==> config.mk <==
export PLATFORM = sky130hd
export DESIGN_NAME = ezr_cordic_cell
export DESIGN_NICKNAME = d
export VERILOG_FILES = /design/src/ezr_pkg.sv /design/src/ezr_cordic_cell.sv
export SDC_FILE = /design/constraint.sdc
export NUM_CORES = 1
export LEC_CHECK = 0
export BUFFER_PORTS_ARGS = -buffer_cell sky130_fd_sc_hd__buf_4
export CAP_MARGIN = 20
export CORE_AREA = 2 2 285 287
export DETAILED_ROUTE_END_ITERATION = 10
export DIE_AREA = 0 0 287 289
export GPL_TIMING_DRIVEN = 0
export SYNTH_ARGS = -nofsm -noshare
export SYNTH_HDL_FRONTEND = slang
export SYNTH_SLANG_ARGS = --single-unit
==> constraint.sdc <==
create_clock -name clk_i -period 0.8 [get_ports clk_i]
set_input_delay 0.16 -clock clk_i [delete_from_list [all_inputs] [get_ports clk_i]]
set_output_delay 0.16 -clock clk_i [all_outputs]
set_load 0.05 [all_outputs]
==> src/ezr_pkg.sv <==
// Shared constants, types and the CORDIC arctangent table of the Euler ZYX point rotator.
// No dependencies; every other file of the block uses this package by scoped name.
package ezr_pkg;

  localparam int POS_WIDTH_DEF      = 24;
  localparam int ANGLE_WIDTH_DEF    = 16;
  localparam int TRIG_FRAC_BITS_DEF = 16;

  localparam int NUM_AXES     = 3;
  localparam int AXIS_AZ      = 0;
  localparam int AXIS_EL      = 1;
  localparam int AXIS_RL      = 2;

  localparam int CORDIC_STEPS = 30;
  localparam int CORDIC_FRAC  = 30;
  localparam int CORDIC_WIDTH = 32;
  localparam logic signed [CORDIC_WIDTH-1:0] CORDIC_GAIN = 32'sd652032874;

  // One sine/cosine rotation in flight: x, y in Q2.30, z in 2^-32 turn units.
  typedef struct packed {
    logic signed [CORDIC_WIDTH-1:0] x;
    logic signed [CORDIC_WIDTH-1:0] y;
    logic signed [CORDIC_WIDTH-1:0] z;
  } cordic_lane_t;

  // atan(2^-step) in 2^-32 turn units
  function automatic logic [CORDIC_WIDTH-1:0] atan_turn(input int step);
    logic [CORDIC_WIDTH-1:0] val;
    case (step)
      0:       val = 32'h20000000;
      1:       val = 32'h12E4051D;
      2:       val = 32'h09FB385B;
      3:       val = 32'h051111D4;
      4:       val = 32'h028B0D43;
      5:       val = 32'h0145D7E1;
      6:       val = 32'h00A2F61E;
      7:       val = 32'h00517C55;
      8:       val = 32'h0028BE53;
      9:       val = 32'h00145F2F;
      10:      val = 32'h000A2F98;
      11:      val = 32'h000517CC;
      12:      val = 32'h00028BE6;
      13:      val = 32'h000145F3;
      14:      val = 32'h0000A2FA;
      15:      val = 32'h0000517D;
      16:      val = 32'h000028BE;
      17:      val = 32'h0000145F;
      18:      val = 32'h00000A30;
      19:      val = 32'h00000518;
      20:      val = 32'h0000028C;
      21:      val = 32'h00000146;
      22:      val = 32'h000000A3;
      23:      val = 32'h00000051;
      24:      val = 32'h00000029;
      25:      val = 32'h00000014;
      26:      val = 32'h0000000A;
      27:      val = 32'h00000005;
      28:      val = 32'h00000003;
      29:      val = 32'h00000001;
      default: val = '0;
    endcase
    return val;
  endfunction

endpackage

==> src/ezr_cordic_cell.sv <==
// One CORDIC rotation-mode micro-rotation for the three angle lanes of a transaction.
// Carries the position and the quadrant flags along. Depends on ezr_pkg.
module ezr_cordic_cell #(
  parameter int STEP = 0,
  parameter int PW   = ezr_pkg::POS_WIDTH_DEF
) (
  input  logic                                          clk_i,
  input  logic                                          rst_ni,
  input  logic                                          valid_i,
  input  ezr_pkg::cordic_lane_t [ezr_pkg::NUM_AXES-1:0] lane_i,
  input  logic [ezr_pkg::NUM_AXES-1:0]                  neg_i,
  input  logic [ezr_pkg::NUM_AXES*PW-1:0]               pos_i,
  output logic                                          valid_o,
  output ezr_pkg::cordic_lane_t [ezr_pkg::NUM_AXES-1:0] lane_o,
  output logic [ezr_pkg::NUM_AXES-1:0]                  neg_o,
  output logic [ezr_pkg::NUM_AXES*PW-1:0]               pos_o
);

  localparam logic signed [ezr_pkg::CORDIC_WIDTH-1:0] ATAN = ezr_pkg::atan_turn(STEP);

  logic                                          valid_q;
  ezr_pkg::cordic_lane_t [ezr_pkg::NUM_AXES-1:0] lane_d, lane_q;
  logic [ezr_pkg::NUM_AXES-1:0]                  neg_q;
  logic [ezr_pkg::NUM_AXES*PW-1:0]               pos_q;

  always_comb begin
    logic signed [ezr_pkg::CORDIC_WIDTH-1:0] dx;
    logic signed [ezr_pkg::CORDIC_WIDTH-1:0] dy;
    for (int k = 0; k < ezr_pkg::NUM_AXES; k++) begin
      dx = lane_i[k].y >>> STEP;
      dy = lane_i[k].x >>> STEP;
      // rotate toward zero residual angle
      if (!lane_i[k].z[ezr_pkg::CORDIC_WIDTH-1]) begin
        lane_d[k].x = lane_i[k].x - dx;
        lane_d[k].y = lane_i[k].y + dy;
        lane_d[k].z = lane_i[k].z - ATAN;
      end else begin
        lane_d[k].x = lane_i[k].x + dx;
        lane_d[k].y = lane_i[k].y - dy;
        lane_d[k].z = lane_i[k].z + ATAN;
      end
    end
  end

  always_ff @(posedge clk_i or negedge rst_ni) begin
    if (!rst_ni) begin
      valid_q <= 1'b0;
    end else begin
      valid_q <= valid_i;
    end
  end

  always_ff @(posedge clk_i) begin
    lane_q <= lane_d;
    neg_q  <= neg_i;
    pos_q  <= pos_i;
  end

  assign valid_o = valid_q;
  assign lane_o  = lane_q;
  assign neg_o   = neg_q;
  assign pos_o   = pos_q;

endmodule

Word-level counts from Yosys, hierarchy flattened
Index checks and enable logic that the tools add are counted.
{ "totals": {"reg_bits": 364, "inputBits": 366, "word_cells": 30} }
{ "op_classes": {"n_addsub": 15, "mux": 3} }
{ "op_table": {"columns": ["cell", "count"], "rows": [
  ["two-way mux 96 bit", 3],
  ["subtractor 32 bit", 6],
  ["adder 32 x 31 -> 32 bit, second input constant", 3],
  ["adder 32 bit", 3],
  ["subtractor 32 x 31 -> 32 bit, second input constant", 3]
]} }

Logic depth before layout (Yosys ltp)
{ "logic_depth": {"ltp_word": 2, "depth_mapped": 13, "mapped_depth_nobuf": 13} }

Worst setup path before layout
No wires, ideal clock.
{ "synth_timing": {"path_kind": "input -> register", "startpoint": "in lane_i[224] (netlist bit)", "endpoint": "reg lane_q (netlist bit lane_o[254])", "t_arrival_ns": 2.711, "required_time_ns": 0.673, "path_slack_ns": -2.038, "path_stages": 11, "cell_sequence": "ha_1 > fa_1 > or2b_1 > a2111oi_4 > o31ai_2 > o211ai_2 > o21a_2 > a311o_2 > and4_1 > a221o_1 > xnor2_1"} }
{ "synth_rtl": {"columns": ["element", "line", "rtl"], "rows": [
  ["from (decl)", "ezr_cordic_cell.sv:10", "input ezr_pkg::cordic_lane_t [ezr_pkg::NUM_AXES-1:0] lane_i,"],
  ["to (signal assigned)", "ezr_cordic_cell.sv:54", "lane_q <= lane_d;"],
  ["to (decl)", "ezr_cordic_cell.sv:22", "ezr_pkg::cordic_lane_t [ezr_pkg::NUM_AXES-1:0] lane_d, lane_q;"]
]} }

==> out/summary.txt <==
post-route setup slack = -1.69 ns
Synth Area in XOR/XNOR = 0.0688
root buffer cell = clkbuf_16
CTS Buf Count = 44
power per cell area = 2000 nW/um2
Worst EP arrival = 3.00 ns
min-delay src = lane_i[222]
ys flop type = dfxtp_1
FILL cells = 6,879
syn nets = 3,486
Avg Cell Area, Syn = 8.24 um2
nature of the critical path startpoint = primary input
total global routing overflow = 0
Initial Utilization = 0.291
Synth area leader = dfxtp_1
FP Rows = 104
RSZ-0062 raised after global routing = yes
Setup CP Type = in -> reg
Final Max Tran Viols = 0
register area share after synthesis = 0.311
Worst Path Max Fanout = 4
# H-tree levels = 2
Tmin final = 2.49 ns
FF/Latch Area = 7740 um2
Global Route Usage Sum = 0.250
WL final = 117,000 um
final hold vios = 2
endpoint class of the critical path = register
max-cap viol count = 0
die area = 82,900 um2
post-DR vias/cell = 5.15
share of cells above drive strength 1 = 0.519
crit path from = lane_i[224]
DIE WIDTH = 287 um
Final setup viols = 547
final period utilization = 3.11
nets = 4,626
IO Pins = 730
Synth cell types = 87
yosys warns = 0
largest net degree at the start of global routing = 14
top cells by area, synth = dfxtp_1 (31%), ha_1 (15%), a21oi_1 (7.1%), xnor2_1 (6.1%), inv_1 (4.6%)
Yosys top cell area share = 0.310
clk sinks = 361
final hold slack = -0.109 ns
CTS tree = yes
met1 usage = 0.303
fmax = 401 MHz
main combinational cell family by area after synthesis = compound AO/OA/AOI/OAI gates
core area = 79,900 um2
post-synthesis mux area share = 0.0189
routability cong. = 0.976
number of flops mapped to enable cells by yosys = 0
P_leak = 18.9 nW
VDD IR-drop max = 1.78 mV
via count = 26,100
Most Crowded Layer GR = met2
Largest stage delay, worst path = 0.41 ns
slew margin rel. = 0.271
Cell Area, Synth = 23,300 um2
post-synthesis simple-gate area fraction = 0.127
asr flop ratio synth = 0.00277
area of the multi-input gates = 18,400 um2
first-pass GRT wire length = 159,000 um
path type of the worst min-delay path = in -> reg
Post-synth top cells = dfxtp_1 (360), a21oi_1 (328), inv_1 (286), ha_1 (282), nor2_1 (230)
Synth Area in Compound Gates = 0.241
initial antenna violation count = 9
vias in the first global route = 25,300
failing checks = negative hold slack, negative setup slack
GRT met3 Usage = 0.0374
Final HPWL DP = 86,200 um
TritonRoute pass-1 iters = 5
#FFs+latches synth = 361
Crit-path slowest cell = or3_1
cell with the most instances after synthesis = dfxtp_1
Worst-path clk slew = 0.06 ns
Final ANT Viol Nets = 0
outcome = complete, but fails checks
Area Overhead vs Synth = 86.0%
Clock Path Buffers = 3
CP Cell Sequence = buf_12 -> buf_6 -> ha_4 -> fa_2 -> and4b_1 -> o21ai_2 -> a311oi_4 -> a21oi_2 -> o22ai_2 -> o41ai_4 -> or3_1 -> a22oi_1 -> xnor2_1
M2 GR Usage = 0.420
Tightest Pin Transition = 1.09 ns
Die Height = 289 um
routed length per instance = 23.0 um
I/O Buffers = 728
Post-Synth Adder-Cell Area = 0.162
Syn Inst Count = 2,826
DRC Markers = 0
required time of the critical path = 1.31 ns
Fin Setup TNS = -347.44 ns
Initial DRC Count = 2,050
==> metal layers <==
metal / vias up / part of all wire
met1: 12400 / 0.38
met5: - / 0
li1: 12100 / -
met3: 311 / 0.073
met2: 1316 / 0.47
met4: 0 / 0.078
==> final timing paths <==
check	end	cells after the start
setup / recovery	lane_o[284]	13
max in group asynchronous	valid_o	3
hold / removal	lane_o[222]	2
min in group asynchronous	valid_o	3
==> report_power, final <==
part	total, mW	switching (mW)	internal [mW]
Combinational	41.9	24.3	17.6
Clock	21.3	8.59	12.7
Sequential	23.5	2.08	21.4
==> cells by family after synthesis <==
family | after synthesis
compound gates | 893
xor+xnor | 183
fa+ha+maj | 294
buf+inv | 426
flops | 361
mux | 44
simple gates | 625
==> flip-flops by register name (all words and copies together) (netlist names) <==
name and cells:
valid_o 1, lane_o 285, pos_o 72, neg_o 3
==> cells in the final DEF (no fill, tap or decap), types with 134 or more instances in the layout <==
cell	netlist	routed
a21oi_1	328	207
buf_4	8	463
buf_6	0	166
buf_8	0	286
dfxtp_2	0	334
dlygate4sd3_1	0	179
ha_1	282	223
inv_1	286	246
nor2_1	230	194
xnor2_1	162	134
==> through the flow <==
step | cells | worst slack (ns) | total power [mW] | cell area [um2] | util
floorplan | 2826 | -1.85 | 42.9 | 24900 | -
global placement | 4614 | -2.71 | 54.0 | 31700 | 0.397
detailed placement | 4614 | -2.68 | 53.9 | 31700 | 0.397
CTS | 4977 | -1.69 | 78.7 | 37500 | 0.469
global route | 5066 | -1.73 | 89.8 | 43300 | 0.542
finish | 5068 | -1.69 | 86.7 | 43300 | 0.542
==> final cells by class <==
class	instances	share of cell area
tap	1060	0.0306
antenna	8	0.000462
buffer	112	0.0201
sequential	361	0.179
inverter	301	0.0319
clock inverter	18	0.00682
clock buffer	62	0.0291
timing repair buffer	1107	0.276
multi-input combinational	2039	0.426
==> critical path, delay by kind of cell <==
kind	cells	cell delay (ns)
AND/OR/NAND/NOR	2	0.69
adder cells (fa/ha/maj)	2	0.52
AO/OA/AOI/OAI	6	1.23
XOR/XNOR	1	0.15
buffers and inverters	2	0.23
==> timing repair <==
item,in CTS,in global routing
buffers inserted,110,104
hold buffers,179,2
setup endpoints to repair,544,549
gates resized for setup,338,1561
pin swaps,170,280
hold endpoints to repair,186,8
gates cloned,2,0
(Power assumes the default switching activity.)
